$ cat src/design/assert_macros.svh
// assertion macros shared by the morse line decoder rtl
`ifndef ASSERT_MACROS_SVH
`define ASSERT_MACROS_SVH

`ifndef SYNTHESIS
// property checked on every rising clk edge outside reset
`define MLD_ASSERT(label, prop) \
	label: assert property (@(posedge clk) disable iff (!arst_n) (prop)) \
		else $error("morse line decoder assertion failed");
// condition that must never hold outside reset
`define MLD_NEVER(label, cond) \
	label: assert property (@(posedge clk) disable iff (!arst_n) !(cond)) \
		else $error("morse line decoder forbidden condition seen");
`else
`define MLD_ASSERT(label, prop)
`define MLD_NEVER(label, cond)
`endif

`endif

$ cat src/design/mld_pkg.sv
// shared constants, types and the letter table of the morse line decoder
`default_nettype none

package mld_pkg;

	localparam int MAX_SYMBOLS = 8;
	localparam int COUNT_WIDTH = 16;
	localparam int SYM_CNT_W   = $clog2(MAX_SYMBOLS + 1);
	localparam int SYM_IDX_W   = $clog2(MAX_SYMBOLS);
	localparam int THR_W       = 8;
	localparam int ADDR_W      = 5;
	localparam int DATA_W      = 32;

	typedef logic signed [COUNT_WIDTH-1:0] cnt_t;

	localparam cnt_t COUNT_MAX = cnt_t'((64'd1 << (COUNT_WIDTH - 1)) - 64'd1);
	localparam cnt_t COUNT_MIN = cnt_t'(64'd1 << (COUNT_WIDTH - 1));

	// register indexes, byte address is four times the index
	localparam logic [2:0] REG_INPUT_ENABLE = 3'd0;
	localparam logic [2:0] REG_DOT_MIN      = 3'd1;
	localparam logic [2:0] REG_DASH_MIN     = 3'd2;
	localparam logic [2:0] REG_LETTER_GAP   = 3'd3;
	localparam logic [2:0] REG_WORD_GAP     = 3'd4;

	localparam logic [7:0] CHAR_QMARK = 8'h3f;
	localparam logic [7:0] CHAR_SPACE = 8'h20;

	localparam logic [THR_W-1:0] DOT_MIN_RST    = 8'd2;
	localparam logic [THR_W-1:0] DASH_MIN_RST   = 8'd10;
	localparam logic [THR_W-1:0] LETTER_GAP_RST = 8'd6;
	localparam logic [THR_W-1:0] WORD_GAP_RST   = 8'd26;

	localparam int LETTER_ENTRIES = 30;

	// letters for lengths one to four, offset by two to the length minus two
	localparam logic [7:0] LETTER_TABLE [LETTER_ENTRIES] = '{
		"e", "t",
		"i", "n", "a", "m",
		"s", "d", "r", "g", "u", "k", "w", "o",
		"h", "b", "l", "z", "f", "c", "p", "?",
		"v", "x", "?", "q", "?", "y", "j", "?"
	};

	typedef struct packed {
		logic             input_enable;
		logic [THR_W-1:0] dot_min;
		logic [THR_W-1:0] dash_min;
		logic [THR_W-1:0] letter_gap;
		logic [THR_W-1:0] word_gap;
	} mld_cfg_t;

	typedef struct packed {
		logic       valid;
		logic [7:0] char_code;
		logic [3:0] raw_length;
		logic [7:0] raw_pattern;
	} mld_result_t;

	function automatic logic [7:0] decode_letter(
		input logic [MAX_SYMBOLS-1:0] bits,
		input logic [SYM_CNT_W-1:0]   count,
		input logic                   overflow
	);
		logic [2:0] len;
		logic [4:0] span;
		logic [4:0] idx;
		logic [7:0] ch;
		len  = count[2:0];
		span = 5'd1 << len;
		idx  = span - 5'd2 + (5'(bits[3:0]) & (span - 5'd1));
		if (overflow || count == '0 || count > SYM_CNT_W'(4)) begin
			ch = CHAR_QMARK;
		end else if (idx >= 5'(LETTER_ENTRIES)) begin
			ch = CHAR_QMARK;
		end else begin
			ch = LETTER_TABLE[idx];
		end
		return ch;
	endfunction

endpackage

`default_nettype wire

$ cat src/design/morse_line_decoder_core.sv
// Morse line decoder, top level.
// Input channel: in_valid/in_stall carry one line_level sample per beat, a
// sample every quarter of a Morse unit. Output channel: out_valid/out_stall
// carry char_code, raw_length and raw_pattern, at most one beat per sample:
// a letter ('?' when unknown) when a low run reaches the letter gap, a space
// when it reaches the word gap.
// Each sample is taken into the input register, its result into the output
// register. Throughput is one sample per cycle unless the receiver stalls: the
// run counter update and letter table lookup sit between those registers.
// When the receiver stalls, the output register holds its beat and the input
// register still takes one more sample; in_stall rises only once both are full.
// Thresholds and the enable sit in APB registers at byte addresses 0 to 16,
// written while the block is idle; pready is always high.
// Reset clears the run counter and stored symbols, empties both registers and
// loads the default thresholds (enable 1, dot 2, dash 10, gaps 6 and 26).
`default_nettype none
`include "assert_macros.svh"

module morse_line_decoder_core
	import mld_pkg::*;
(
	input  wire logic              clk,
	input  wire logic              arst_n,
	input  wire logic              psel,
	input  wire logic              penable,
	input  wire logic              pwrite,
	input  wire logic [ADDR_W-1:0] paddr,
	input  wire logic [DATA_W-1:0] pwdata,
	output logic      [DATA_W-1:0] prdata,
	output logic                   pready,
	input  wire logic              in_valid,
	output logic                   in_stall,
	input  wire logic              line_level,
	output logic                   out_valid,
	input  wire logic              out_stall,
	output logic      [7:0]        char_code,
	output logic      [3:0]        raw_length,
	output logic      [7:0]        raw_pattern
);

	mld_cfg_t    cfg;
	mld_result_t result;
	logic        valid_s1;
	logic        level_s1;
	logic        blocked;
	logic        advance;
	logic        accept;
	logic        out_valid_q;
	logic [7:0]  char_q;
	logic [3:0]  length_q;
	logic [7:0]  pattern_q;

	assign pready = 1'b1;

	mld_cfg_regs u_cfg (
		.clk     (clk),
		.arst_n  (arst_n),
		.psel    (psel),
		.penable (penable),
		.pwrite  (pwrite),
		.paddr   (paddr),
		.pwdata  (pwdata),
		.prdata  (prdata),
		.cfg     (cfg)
	);

	assign blocked  = out_valid_q && out_stall;
	assign advance  = valid_s1 && !blocked;
	assign in_stall = valid_s1 && blocked;
	assign accept   = in_valid && !in_stall;

	mld_sym_engine u_engine (
		.clk    (clk),
		.arst_n (arst_n),
		.cfg    (cfg),
		.step   (advance),
		.level  (level_s1),
		.result (result)
	);

	always_ff @(posedge clk or negedge arst_n) begin
		if (!arst_n) begin
			valid_s1 <= 1'b0;
		end else if (accept) begin
			valid_s1 <= 1'b1;
		end else if (advance) begin
			valid_s1 <= 1'b0;
		end
	end

	always_ff @(posedge clk) begin
		if (accept) begin
			level_s1 <= line_level;
		end
	end

	always_ff @(posedge clk or negedge arst_n) begin
		if (!arst_n) begin
			out_valid_q <= 1'b0;
		end else if (advance && result.valid) begin
			out_valid_q <= 1'b1;
		end else if (!out_stall) begin
			out_valid_q <= 1'b0;
		end
	end

	always_ff @(posedge clk) begin
		if (advance && result.valid) begin
			char_q    <= result.char_code;
			length_q  <= result.raw_length;
			pattern_q <= result.raw_pattern;
		end
	end

	assign out_valid   = out_valid_q;
	assign char_code   = char_q;
	assign raw_length  = length_q;
	assign raw_pattern = pattern_q;

	`MLD_ASSERT(a_stall_needs_sample, in_stall |-> valid_s1 && out_valid_q)
	`MLD_ASSERT(a_space_is_empty, (out_valid && char_code == CHAR_SPACE) |-> (raw_length == 4'd0 && raw_pattern == 8'd0))
	`MLD_ASSERT(a_empty_is_gap, (out_valid && raw_length == 4'd0) |-> (char_code == CHAR_SPACE || char_code == CHAR_QMARK))
	`MLD_NEVER(a_length_range, out_valid && raw_length > 4'(MAX_SYMBOLS))

endmodule

`default_nettype wire

$ cat src/design/mld_cfg_regs.sv
// apb register file holding the decoder thresholds and enable
`default_nettype none

module mld_cfg_regs
	import mld_pkg::*;
(
	input  wire logic              clk,
	input  wire logic              arst_n,
	input  wire logic              psel,
	input  wire logic              penable,
	input  wire logic              pwrite,
	input  wire logic [ADDR_W-1:0] paddr,
	input  wire logic [DATA_W-1:0] pwdata,
	output logic      [DATA_W-1:0] prdata,
	output mld_cfg_t               cfg
);

	mld_cfg_t   cfg_q;
	logic       wr_en;
	logic [2:0] reg_idx;

	assign wr_en   = psel && penable && pwrite;
	assign reg_idx = paddr[ADDR_W-1:2];
	assign cfg     = cfg_q;

	always_ff @(posedge clk or negedge arst_n) begin
		if (!arst_n) begin
			cfg_q.input_enable <= 1'b1;
			cfg_q.dot_min      <= DOT_MIN_RST;
			cfg_q.dash_min     <= DASH_MIN_RST;
			cfg_q.letter_gap   <= LETTER_GAP_RST;
			cfg_q.word_gap     <= WORD_GAP_RST;
		end else if (wr_en) begin
			unique case (reg_idx)
				REG_INPUT_ENABLE: cfg_q.input_enable <= pwdata[0];
				REG_DOT_MIN:      cfg_q.dot_min      <= pwdata[THR_W-1:0];
				REG_DASH_MIN:     cfg_q.dash_min     <= pwdata[THR_W-1:0];
				REG_LETTER_GAP:   cfg_q.letter_gap   <= pwdata[THR_W-1:0];
				REG_WORD_GAP:     cfg_q.word_gap     <= pwdata[THR_W-1:0];
				default: ;
			endcase
		end
	end

	always_comb begin
		unique case (reg_idx)
			REG_INPUT_ENABLE: prdata = DATA_W'(cfg_q.input_enable);
			REG_DOT_MIN:      prdata = DATA_W'(cfg_q.dot_min);
			REG_DASH_MIN:     prdata = DATA_W'(cfg_q.dash_min);
			REG_LETTER_GAP:   prdata = DATA_W'(cfg_q.letter_gap);
			REG_WORD_GAP:     prdata = DATA_W'(cfg_q.word_gap);
			default:          prdata = '0;
		endcase
	end

endmodule

`default_nettype wire

$ cat src/design/mld_sym_engine.sv
// run counter, symbol store and letter decode, one sample per cycle while step is high
`default_nettype none
`include "assert_macros.svh"

module mld_sym_engine
	import mld_pkg::*;
(
	input  wire logic     clk,
	input  wire logic     arst_n,
	input  wire mld_cfg_t cfg,
	input  wire logic     step,
	input  wire logic     level,
	output mld_result_t   result
);

	cnt_t                   run_q;
	logic [MAX_SYMBOLS-1:0] bits_q;
	logic [SYM_CNT_W-1:0]   count_q;
	logic                   overflow_q;

	cnt_t                   run_d;
	cnt_t                   run_tmp;
	logic [MAX_SYMBOLS-1:0] bits_d;
	logic [SYM_CNT_W-1:0]   count_d;
	logic                   overflow_d;
	logic                   store;
	logic                   is_dash;
	cnt_t                   dot_thr;
	cnt_t                   dash_thr;
	cnt_t                   letter_thr;
	cnt_t                   word_thr;

	assign dot_thr    = cnt_t'(cfg.dot_min);
	assign dash_thr   = cnt_t'(cfg.dash_min);
	assign letter_thr = -cnt_t'(cfg.letter_gap);
	assign word_thr   = -cnt_t'(cfg.word_gap);

	always_comb begin
		run_d      = run_q;
		run_tmp    = run_q;
		bits_d     = bits_q;
		count_d    = count_q;
		overflow_d = overflow_q;
		store      = 1'b0;
		is_dash    = 1'b0;
		result     = '0;
		if (step && cfg.input_enable) begin
			if (level) begin
				// a high after a low run restarts from zero
				if (run_q < 0) begin
					run_tmp = '0;
				end
				run_d = (run_tmp < COUNT_MAX) ? run_tmp + cnt_t'(1) : run_tmp;
			end else begin
				if (run_q >= dash_thr) begin
					store   = 1'b1;
					is_dash = 1'b1;
					run_tmp = '0;
				end else if (run_q >= dot_thr) begin
					store   = 1'b1;
					run_tmp = '0;
				end else if (run_q == letter_thr) begin
					result.valid       = 1'b1;
					result.char_code   = decode_letter(bits_q, count_q, overflow_q);
					result.raw_length  = 4'(count_q);
					result.raw_pattern = 8'(bits_q);
					bits_d             = '0;
					count_d            = '0;
					overflow_d         = 1'b0;
				end else if (run_q == word_thr) begin
					result.valid     = 1'b1;
					result.char_code = CHAR_SPACE;
					bits_d           = '0;
					count_d          = '0;
					overflow_d       = 1'b0;
				end
				if (store) begin
					if (count_q < SYM_CNT_W'(MAX_SYMBOLS)) begin
						bits_d[count_q[SYM_IDX_W-1:0]] = is_dash;
						count_d = count_q + SYM_CNT_W'(1);
					end else begin
						overflow_d = 1'b1;
					end
				end
				run_d = (run_tmp > COUNT_MIN) ? run_tmp - cnt_t'(1) : run_tmp;
			end
		end
	end

	always_ff @(posedge clk or negedge arst_n) begin
		if (!arst_n) begin
			run_q      <= '0;
			bits_q     <= '0;
			count_q    <= '0;
			overflow_q <= 1'b0;
		end else begin
			run_q      <= run_d;
			bits_q     <= bits_d;
			count_q    <= count_d;
			overflow_q <= overflow_d;
		end
	end

	`MLD_ASSERT(a_count_bounded, count_q <= SYM_CNT_W'(MAX_SYMBOLS))
	`MLD_ASSERT(a_overflow_full, overflow_q |-> count_q == SYM_CNT_W'(MAX_SYMBOLS))
	`MLD_ASSERT(a_store_resets_run, store |=> run_q == -cnt_t'(1))

endmodule

`default_nettype wire

$ cat config.mk
export PLATFORM = sky130hd
export DESIGN_NAME = morse_line_decoder_core
export DESIGN_NICKNAME = d
export VERILOG_FILES = /design/src/design/mld_pkg.sv /design/src/design/morse_line_decoder_core.sv /design/src/design/mld_cfg_regs.sv /design/src/design/mld_sym_engine.sv
export VERILOG_INCLUDE_DIRS = /design/src /design/src/design
export SDC_FILE = /design/constraint.sdc
export NUM_CORES = 1
export LEC_CHECK = 0
export ABC_AREA = 1
export BUFFER_PORTS_ARGS = -buffer_cell sky130_fd_sc_hd__buf_4
export CELL_PAD_IN_SITES_DETAIL_PLACEMENT = 1
export CELL_PAD_IN_SITES_GLOBAL_PLACEMENT = 1
export CORE_MARGIN = 2
export CORE_UTILIZATION = 39
export CTS_BUF_LIST = sky130_fd_sc_hd__clkbuf_8 sky130_fd_sc_hd__clkbuf_16
export CTS_CLUSTER_SIZE = 14
export DETAILED_ROUTE_END_ITERATION = 6
export GPL_ROUTABILITY_DRIVEN = 0
export HOLD_SLACK_MARGIN = 0.08
export PLACE_DENSITY_LB_ADDON = 0.1
export SLEW_MARGIN = 20
export SYNTH_ARGS = -nofsm -noshare
export SYNTH_HDL_FRONTEND = slang
export SYNTH_SLANG_ARGS = --single-unit
$ cat constraint.sdc
create_clock -name clk -period 3.21 [get_ports clk]
set_input_delay 0.4815 -clock clk [delete_from_list [all_inputs] [get_ports clk]]
set_output_delay 0.4815 -clock clk [all_outputs]
set_load 0.005 [all_outputs]
==> results.md, run 1 <==
Global routing:
- The first global-routing pass estimated 38500 um of wire.
- The met1 track demand over resource is 34.6%.
- The combined global-route utilization of all metal layers is 24.3%.
- The number of antenna violations at the first check in global routing is 0.
- Entering global routing, the biggest net connects 65 pins.
- The overflow left after global routing is 0.
- The via count of the first global-routing pass is 7008.
- The global routing stage identified its most utilized layer as met2.
- The fraction of met3 tracks used by global routing is 2.62%.
- The met2 usage in global routing is 39.8%.

Setup path:
- The biggest fanout along the worst timing path is 10.
- The register-to-register setup slack is 0.21 ns.
- The critical path capture point type is a register.
- The worst register-to-register path begins at u_engine.count_q[0]$_DFFE_PN0P_.
- Walking the worst path, the cells encountered are inv_1 -> ha_1 -> inv_1 -> nor2_1 -> a21oi_2 -> inv_1 -> fa_1 -> clkinvlp_4 -> ha_1 -> o21ai_0 -> o21ai_0 -> nor2_1 -> nor2_1.
- The cell with the largest stage delay on the worst path is sky130_fd_sc_hd__fa_1.
- The critical path is of the register to register type.
- The required time at the endpoint of the critical path is 3.31 ns.
- The worst setup path is launched from a register.
- On the worst path, the slowest cell contributes a delay of 0.56 ns.
- The start point of the critical path is u_engine.count_q[0]$_DFFE_PN0P_.
- Data on the critical path arrives at its endpoint at 3.09 ns.

Detailed routing:
- The iteration count of the initial detailed-routing pass is 5.
- The total DRC errors in the routed layout is 0.
- The total wire length after detailed routing is 24000 um.
- The count of nets left with antenna violations once routing finished came out at 0.
- In the final routed layout, each cell accounts on average for 17.4 um.
- The routed layout has 7054 vias.
- In the routed layout, each cell is associated on average with a via count of 5.11.
- After the first detailed-routing iteration, the DRC count stood at 340.

Yosys:
- The mean cell area of the mapped netlist is 7.30 um2.
- The area of the mapped netlist is 7540 um2.
- During synthesis, Yosys emitted a total of 0 warnings.
- The count of different cell masters after synthesis is 61.
- The cell taking the most area after synthesis is sky130_fd_sc_hd__dfrtp_1.
- The share of the Yosys chip area taken by registers is 29.3%.
- The leading register cell type out of synthesis is sky130_fd_sc_hd__dfrtp_1.
- Counting flops with a built-in enable in the synthesized netlist gives 20.
- The fraction of registers with async set/reset is 76.2%.
- Yosys attributes the largest share of cell area to sky130_fd_sc_hd__dfrtp_1 (18%), sky130_fd_sc_hd__nand2_1 (11%), sky130_fd_sc_hd__edfxtp_1 (8.0%), sky130_fd_sc_hd__ha_1 (7.3%), sky130_fd_sc_hd__inv_1 (6.2%).
- Of the post-synthesis cell area, the dominant cell type holds 18.2%.
- After synthesis the netlist holds a flip-flop and latch count of 84.
- The post-synthesis cell count is 1033.

Pwr:
- The worst-case vdd ir drop is 0.000528 V.
- The leakage power figure is 4.19 nW.
- Dividing total power by cell area gives a power density of 837 nW/um2.

Floorplanning:
- The core region is 18800 um2.
- For this design the top-level I/O count stands at 100.
- The overall die height is 143 um.
- The die area is 20500 um2.
- The floorplan has 50 rows.
- The chip width is 143 um.
- The effective utilization at floorplan is 40.1%.

Status:
- The run finished with clean final reports.

Clock network:
- Counting along the longest clock path gives a buffer depth of 2.
- The clock tree synthesis step divided the H-tree into 3 levels.
- TritonCTS built the clock tree.
- The TritonCTS buffer count is 9.
- The count of hold-fix buffers inserted at cts is 0.
- The tree built by TritonCTS fans out to 84 sinks.
- After clock tree synthesis, the clock-pin slew on the worst setup and hold paths is 0.07 ns.
- CTS placed an instance of sky130_fd_sc_hd__clkbuf_16 at the clock tree root.
- For the worst-skew pair, the clock arrives at the later sink with an insertion delay of 0.35 ns.

Timing:
- The share of the cycle needed by the critical path after routing is 93.3%.
- The transition at the pin with the smallest max-transition slack is 0.922 ns.
- Setup violations remaining at the end of the flow were counted as 0.
- The final count of hold timing violations is 0.
- The tightest slew margin relative to the limit is 38.5%.
- The worst path needs 3.00 ns of the cycle, external delays included.
- Setup slack on the critical path of the routed design comes to 0.214 ns.
- The minimum hold slack is 0.252 ns.
- The total count of max-transition violations in the final report was 0.
- The clock tree skew after final layout is 0.0102 ns.
- The achievable clock frequency is 334 MHz.

Job:
- Max-cap violations in this run came to 0.

Place:
- The count of buffers added on input and output ports is 47.
- The setup slack at placement is 0.0633 ns.
- Summed over all nets, the half-perimeter wirelength after detailed placement is 18700 um.

Cells and area:
- Of the cells placed in the final design, the portion with a size suffix greater than 1 is 22.1%.
- The synthesis-to-layout area growth is 16.1%.
- The final antenna diode count is 0.
- Fill cells in the final layout number 2407.
- At the end of the flow, the number of nets in the layout was 1206.

Hold path:
- The class of the most critical hold timing path is input pin to async pin.
[path summary, 6_finish.rpt]
kind,end,cells after the start
worst min register to register,u_engine.bits_q[7]$_DFFE_PN0P_,2
worst max-delay path,char_code[2]$_SDFFCE_PP0P_,13
max in group asynchronous,u_engine.count_q[2]$_DFFE_PN0P_,1
min in group clk,level_s1$_DFFE_PP_,1
worst max register to register,char_code[2]$_SDFFCE_PP0P_,13
worst min-delay path,u_engine.run_q[15]$_DFFE_PN0P_,1
[power breakdown]
group          switching [W]  total, W  internal [W]
registers           0.000306   0.00160       0.00129
logic                0.00291   0.00457       0.00166
clock network       0.000480   0.00115      0.000674
total                0.00370   0.00733       0.00363
[Yosys cell counts (15+ instances only)]
cell type and number:
sky130_fd_sc_hd__nand3_2 18, sky130_fd_sc_hd__a21oi_1 44, sky130_fd_sc_hd__nor2_1 103, sky130_fd_sc_hd__nand2_1 222
sky130_fd_sc_hd__dfrtp_1 55, sky130_fd_sc_hd__inv_1 124, sky130_fd_sc_hd__xor2_1 22, sky130_fd_sc_hd__nor3_1 21
sky130_fd_sc_hd__edfxtp_1 20, sky130_fd_sc_hd__nand3_1 57, sky130_fd_sc_hd__nor2_2 15, sky130_fd_sc_hd__o21ai_0 69
sky130_fd_sc_hd__buf_4 28, sky130_fd_sc_hd__ha_1 44
[state kept, by name, indices dropped and copies added (netlist names)]
name,count
u_engine.bits_q,8
char_code,7
valid_s1,1
out_valid,1
level_s1,1
raw_length,4
u_engine.overflow_q,1
u_engine.run_q,16
u_engine.count_q,4
u_cfg.cfg,33
raw_pattern,8
[worst max-delay path: cells and delay by family, from the launching register on]
family | cells | cell delay (ns)
fa+ha+maj | 3 | 1.09
compound gates | 3 | 0.54
buf+inv | 4 | 0.45
flops | 1 | 0.40
simple gates | 3 | 0.27
[final cells by class]
cell class,count,area (um2),area share [%]
sequential,84,2220,25.3
timing repair buffer,105,813,9.29
clock inverter,5,60.1,0.686
tap,260,325,3.72
multi-input combinational,777,4540,51.8
clock buffer,11,264,3.02
inverter,139,538,6.14
[routing by layer]
layer / wire length (um) / vias up
li1: - / 3494
met1: 11600 / 3419
met2: 11300 / 119
met3: 823 / 22
met4: 293 / 0
met5: 0 / -
[stage by stage]
step | std cells | total power (W) | utilization, % | setup TNS (ns) | instance area (um2)
after floorplan | 1058 | 0.00473 | - | 0 | 7640
after global placement | 1363 | 0.00598 | 44.3 | 0 | 8340
after detailed placement | 1363 | 0.00607 | 44.3 | 0 | 8340
after CTS | 1379 | 0.00727 | 46.0 | 0 | 8660
after global routing | 1381 | 0.00798 | 46.5 | -0.00208 | 8760
final | 1381 | 0.00733 | 46.5 | 0 | 8760
[cells in the final DEF (no fill, tap or decap), types with 5 or more instances in the layout]
master                      instances
sky130_fd_sc_hd__nand3_1           56
sky130_fd_sc_hd__or2_2              5
sky130_fd_sc_hd__a221o_1            5
sky130_fd_sc_hd__nor2_2            18
sky130_fd_sc_hd__nor2_1           100
sky130_fd_sc_hd__nand3_2           19
sky130_fd_sc_hd__nand4_1           14
sky130_fd_sc_hd__inv_2             10
sky130_fd_sc_hd__o22ai_1           11
sky130_fd_sc_hd__o21ai_0           69
sky130_fd_sc_hd__nor3_1            16
sky130_fd_sc_hd__nor2_4            11
sky130_fd_sc_hd__a31oi_1            6
sky130_fd_sc_hd__nand2_4            6
sky130_fd_sc_hd__dfrtp_1           53
sky130_fd_sc_hd__inv_1            122
sky130_fd_sc_hd__buf_4            103
sky130_fd_sc_hd__xnor2_1           14
sky130_fd_sc_hd__clkbuf_16         10
sky130_fd_sc_hd__a21oi_2           10
sky130_fd_sc_hd__conb_1            27
sky130_fd_sc_hd__edfxtp_1          20
sky130_fd_sc_hd__o21ai_1            6
sky130_fd_sc_hd__nand2_1          222
sky130_fd_sc_hd__a21oi_1           41
sky130_fd_sc_hd__nor4_1             5
sky130_fd_sc_hd__xor2_1            22
sky130_fd_sc_hd__nor3_2             8
sky130_fd_sc_hd__dfstp_2            9
sky130_fd_sc_hd__ha_1              43
[cells by family (layout without fill, tap and decap cells)]
kind of cell	Yosys count	in the layout	synth area share (%)
AOI/OAI and AO/OA	173	173	13.8
xor gates and xnor gates	37	37	4.40
adders and majority gates	45	45	7.56
buffers and inverters	197	260	12.7
DFF	84	84	29.3
other	2	27	0.0996
and+or+nand+nor	495	495	32.2
[timing repair]
action	in CTS	in global routing
endpoints found under the setup margin	0	37
setup buffers	0	2
hold endpoints to repair	0	0
resized for setup	0	24
Note: power is estimated with default switching activity, not from simulation.
==> run 2: changes to the inputs <==
ABC_AREA = not set   (was 1)
CORE_UTILIZATION = 40   (was 39)
==> run 2 against run 1 <==
Total power shrank 16%. Design area shrank 5.8%. Clock power shrank 5%. Non-clock buffer count grew 28. Die area shrank 13%. The run now ends with setup timing left. Critical path depth shrank 1. Global-route usage grew 1.5 points. Setup slack lost 0.25 ns.
==> results.md, run 2 <==
Pwr:
- The worst-case vdd ir drop is 0.000396 V (-25%).
- The power density over cell area was 742 nW/um2 (-11%).
- The leakage power figure is 3.55 nW (-15%).

Status:
- The final reports fail on setup timing.
- The run finished, with violations left.

Cells and area:
- The post-layout instance area came to 8250 um2 (-5.8%).
- The number of standard cells in the layout, taps in and fillers out is 1110 (-20%).
- The final antenna diode count is 0 (unchanged).
- In the layout the commonest cells are sky130_fd_sc_hd__buf_4 (130), sky130_fd_sc_hd__nand2_1 (79), sky130_fd_sc_hd__o21ai_0 (68), sky130_fd_sc_hd__dfrtp_1 (51), sky130_fd_sc_hd__nor2_1 (43).
- The number of flip-flops in the largest register is 33 (unchanged).
- The number of inserted filler cells in the final layout is 1983 (-18%).
- The area growth from synthesis to layout is 22.6%.
- The share of cells above drive strength 1 was 26.7% (+4.6 points).
- The layout net count is 975 (-19%).
- The most common cell after layout, fill and taps aside is sky130_fd_sc_hd__buf_4.

Timing:
- The final number of setup-violating endpoints came to 2 (+2).
- The total count of max-transition violations in the final report is 0 (unchanged).
- The final count of hold timing violations is 0 (unchanged).
- The clock tree skew after final layout came to 0.00857 ns (-0.00163 ns).
- Setup repair after global routing could not meet its margin everywhere.
- The worst setup margin is -0.0334 ns (-0.247 ns).
- The final critical delay including setup and external delays was 3.24 ns (+0.247 ns).
- The achievable clock frequency is 308 MHz (-7.6%).
- The share of the cycle needed by the critical path after routing is 101% (+7.7 points).
- The transition at the pin with the smallest max-transition slack is 0.889 ns (-0.0325 ns).
- The tightest slew margin relative to the limit is 40.5% (+1.9 points).

Setup path:
- STA classifies the critical path endpoint as a register.
- The register-to-register setup slack is -0.03 ns (-0.25 ns).
- The worst endpoint data arrival time is 3.48 ns (+0.39 ns).
- The total buffers and inverters traversed by the critical path was 0 (-4).
- In this run the worst setup path begins at u_engine.run_q[12]$_DFFE_PN0P_.
- The capture instance of the worst register-to-register path is u_engine.run_q[5]$_DFFE_PN0P_.
- The required time at the endpoint of the critical path is 3.45 ns (+0.14 ns).
- The critical path goes through or4_4 -> or3_4 -> nor4_4 -> a21oi_2 -> nor2_4 -> nand2_2 -> ha_4 -> nand4_1 -> nor2_4 -> nor4_2 -> o311ai_1 -> a221o_1.
- The worst reg-to-reg path cell count is 12 (-1).
- The stage delay of the slowest cell on the critical path was 0.54 ns (-0.02 ns).
- The critical setup path kind is register to register.
- The biggest fanout along the worst timing path is 7 (-3).
- The cell with the largest stage delay on the worst path is sky130_fd_sc_hd__or4_4.
- The critical path's top delay family is simple AND/OR/NAND/NOR gates.
- The launch instance of the worst register-to-register path is u_engine.run_q[12]$_DFFE_PN0P_.
- The cell with the most instances on the worst path is sky130_fd_sc_hd__nor2_4.
- The worst setup path is launched from a register.

Clock network:
- The TritonCTS buffer count came to 9 (unchanged).
- The number of clock sinks is 84 (unchanged).
- The count of hold-fix buffers inserted at cts is 0 (unchanged).
- The worst-skew pair later-pin latency is 0.36 ns (about the same).
- The clock-pin transition on the worst setup and hold timing paths is 0.07 ns (about the same).
- The H-tree depth is 3 (unchanged).
- TritonCTS built the clock tree.
- The number of buffers on the longest clock path is 2 (unchanged).
- The clock root buffer is sky130_fd_sc_hd__clkbuf_16.

Job:
- The max-capacitance violation count is 0 (unchanged).

Yosys:
- The number of synthesis warnings is 0 (unchanged).
- Of all cell types, the one taking the most synthesized area is sky130_fd_sc_hd__dfrtp_1.
- The post-synthesis cell count is 792 (-23%).
- The fraction of post-synthesis cell area in the top cell type by area came to 20.5% (+2.2 points).
- Sorting the synthesized cells by how often they occur yields sky130_fd_sc_hd__nand2_1 (82), sky130_fd_sc_hd__o21ai_0 (70), sky130_fd_sc_hd__dfrtp_1 (55).
- Ranked by total cell area, the synthesized netlist is headed by sky130_fd_sc_hd__dfrtp_1 (20%), sky130_fd_sc_hd__edfxtp_1 (8.9%), sky130_fd_sc_hd__ha_1 (8.2%), sky130_fd_sc_hd__o21ai_0 (5.2%), sky130_fd_sc_hd__nand2_1 (4.6%).
- The count of different cell masters after synthesis was 80 (+31%).
- The number of enable-type register cells in the synthesized netlist is 20 (unchanged).
- The most frequently used cell type in the post-synthesis netlist is sky130_fd_sc_hd__nand2_1.
- The post-synthesis sequential element count is 84 (unchanged).
- The mean cell area of the mapped netlist came to 8.49 um2 (+16%).
- The fraction of registers with async set/reset is 76.2% (unchanged).
- The most used flip-flop cell after synthesis is sky130_fd_sc_hd__dfrtp_1.
- The share of synthesized area occupied by flip-flops and latches is 32.9% (+3.6 points).
- The area of the mapped netlist is 6730 um2 (-11%).

Global routing:
- The largest net degree at the start of global routing was 65 (unchanged).
- The combined global-route utilization of all metal layers is 25.8% (+1.5 points).
- The number of antenna violations at the first check in global routing is 0 (unchanged).
- The first-pass GRT wire length was 36100 um (-6.2%).
- The via count of the first global-routing pass is 6624 (-5.5%).
- The overflow left after global routing was 0 (unchanged).

Hold path:
- The class of the most critical hold timing path is input pin to async pin.

Floorplanning:
- The core area is 16500 um2 (-12%).
- The chip width is 134 um (-6.6%).
- The effective utilization at floorplan is 40.7% (+0.65 points).
- The die area is 17900 um2 (-13%).
- The overall die height is 134 um (-6.6%).
- The number of placement rows is 47 (-6.0%).
- The number of I/O pins is 100 (unchanged).

Detailed routing:
- The iteration count of the initial detailed-routing pass came to 4 (-1).
- The total DRC errors in the routed layout was 0 (unchanged).
- The DRC marker count from the first detailed-route iteration came to 315 (-7.4%).
- The via-per-instance ratio is 5.75 (+13%).
- The via count was 6379 (-9.6%).
- The number of antenna-violating nets in the routed design came to 0 (unchanged).
- The wire length per cell is 20.5 um (+18%).
- The total wire length after detailed routing is 22800 um (-5.0%).

Place:
- The estimated wirelength of the detail-placed design was 17400 um (-6.5%).
- The number of buffer cells added on primary ports is 47 (unchanged).
- The number of placed instances, taps included came to 1091 (-20%).
- The placed cell area was 7750 um2 (-7.1%).
## run 2: how the worst max path moves through the flow
stage | depth (start not counted) | endpoint
after floorplan | 14 | u_engine.run_q[13]$_DFFE_PN0P_
after global placement | 13 | u_engine.run_q[5]$_DFFE_PN0P_
after detailed placement | 13 | u_engine.run_q[5]$_DFFE_PN0P_
after CTS | 12 | u_engine.run_q[5]$_DFFE_PN0P_
after global routing | 13 | u_engine.run_q[5]$_DFFE_PN0P_
final | 12 | u_engine.run_q[5]$_DFFE_PN0P_
## run 2: routing by layer
layer	global-route usage [%]	part of all wire (%)	vias to the layer above
met1	34.3	45	3207
met4	6.74	1.1	0
met2	45.2	50	144
met3	2.44	3.4	19
met5	0	0	-
li1	-	-	3009
## run 2: metrics by stage
| step | setup WS, ns | util [%] | hold slack (ns) | power [W] | setup TNS [ns] |
|---|---|---|---|---|---|
| after floorplan | -0.136 | - | 0.186 | 0.00360 | -0.169 |
| after global placement | -0.0906 | 46.9 | 0.486 | 0.00465 | -0.245 |
| after detailed placement | -0.174 | 46.9 | 0.521 | 0.00481 | -1.43 |
| after CTS | -0.0200 | 49.0 | 0.283 | 0.00596 | -0.0200 |
| after global routing | -0.160 | 49.9 | 0.301 | 0.00655 | -0.988 |
| final | -0.0334 | 49.9 | 0.246 | 0.00612 | -0.0661 |
## run 2: final cells by class
class,instances,area [um2],area share (%)
Multi-Input combinational cell,614,4260,51.7
Sequential cell,84,2220,26.9
Timing Repair Buffer,133,1030,12.5
Tap cell,220,275,3.34
Clock buffer,9,225,2.73
Inverter,43,165,2.00
Clock inverter,7,75.1,0.910
## run 2: timing repair
action,CTS,global route
setup buffers,1,2
cloned,0,0
resized for setup,8,33
endpoints found under the setup margin,38,39
pin swaps,1,9
## run 2: kinds of logic (layout without fill, tap and decap cells)
kind of cell | after synthesis | count (layout) | synth area share [%]
compound gates | 207 | 207 | 19.7
xor+xnor | 25 | 25 | 3.37
buf+inv | 119 | 192 | 8.52
flops | 84 | 84 | 32.9
other cells | 2 | 27 | 0.112
mux | 25 | 25 | 4.72
fa+ha+maj | 45 | 45 | 8.48
simple gates | 285 | 285 | 22.2
## run 2: worst reg2reg max path, cell delays in order (launching register included)
cell and delay (ns):
sky130_fd_sc_hd__dfrtp_1 0.38, sky130_fd_sc_hd__or4_4 0.54, sky130_fd_sc_hd__or3_4 0.41, sky130_fd_sc_hd__nor4_4 0.22, sky130_fd_sc_hd__a21oi_2 0.13, sky130_fd_sc_hd__nor2_4 0.18, sky130_fd_sc_hd__nand2_2 0.11, sky130_fd_sc_hd__ha_4 0.18
sky130_fd_sc_hd__nand4_1 0.17, sky130_fd_sc_hd__nor2_4 0.11, sky130_fd_sc_hd__nor4_2 0.25, sky130_fd_sc_hd__o311ai_1 0.12, sky130_fd_sc_hd__a221o_1 0.33
## run 2: power by group
group	total [W]	internal [W]	switching, W
Clock	0.00109	0.000609	0.000485
Combinational	0.00350	0.00147	0.00204
Sequential	0.00153	0.00131	0.000215
Total	0.00612	0.00339	0.00274
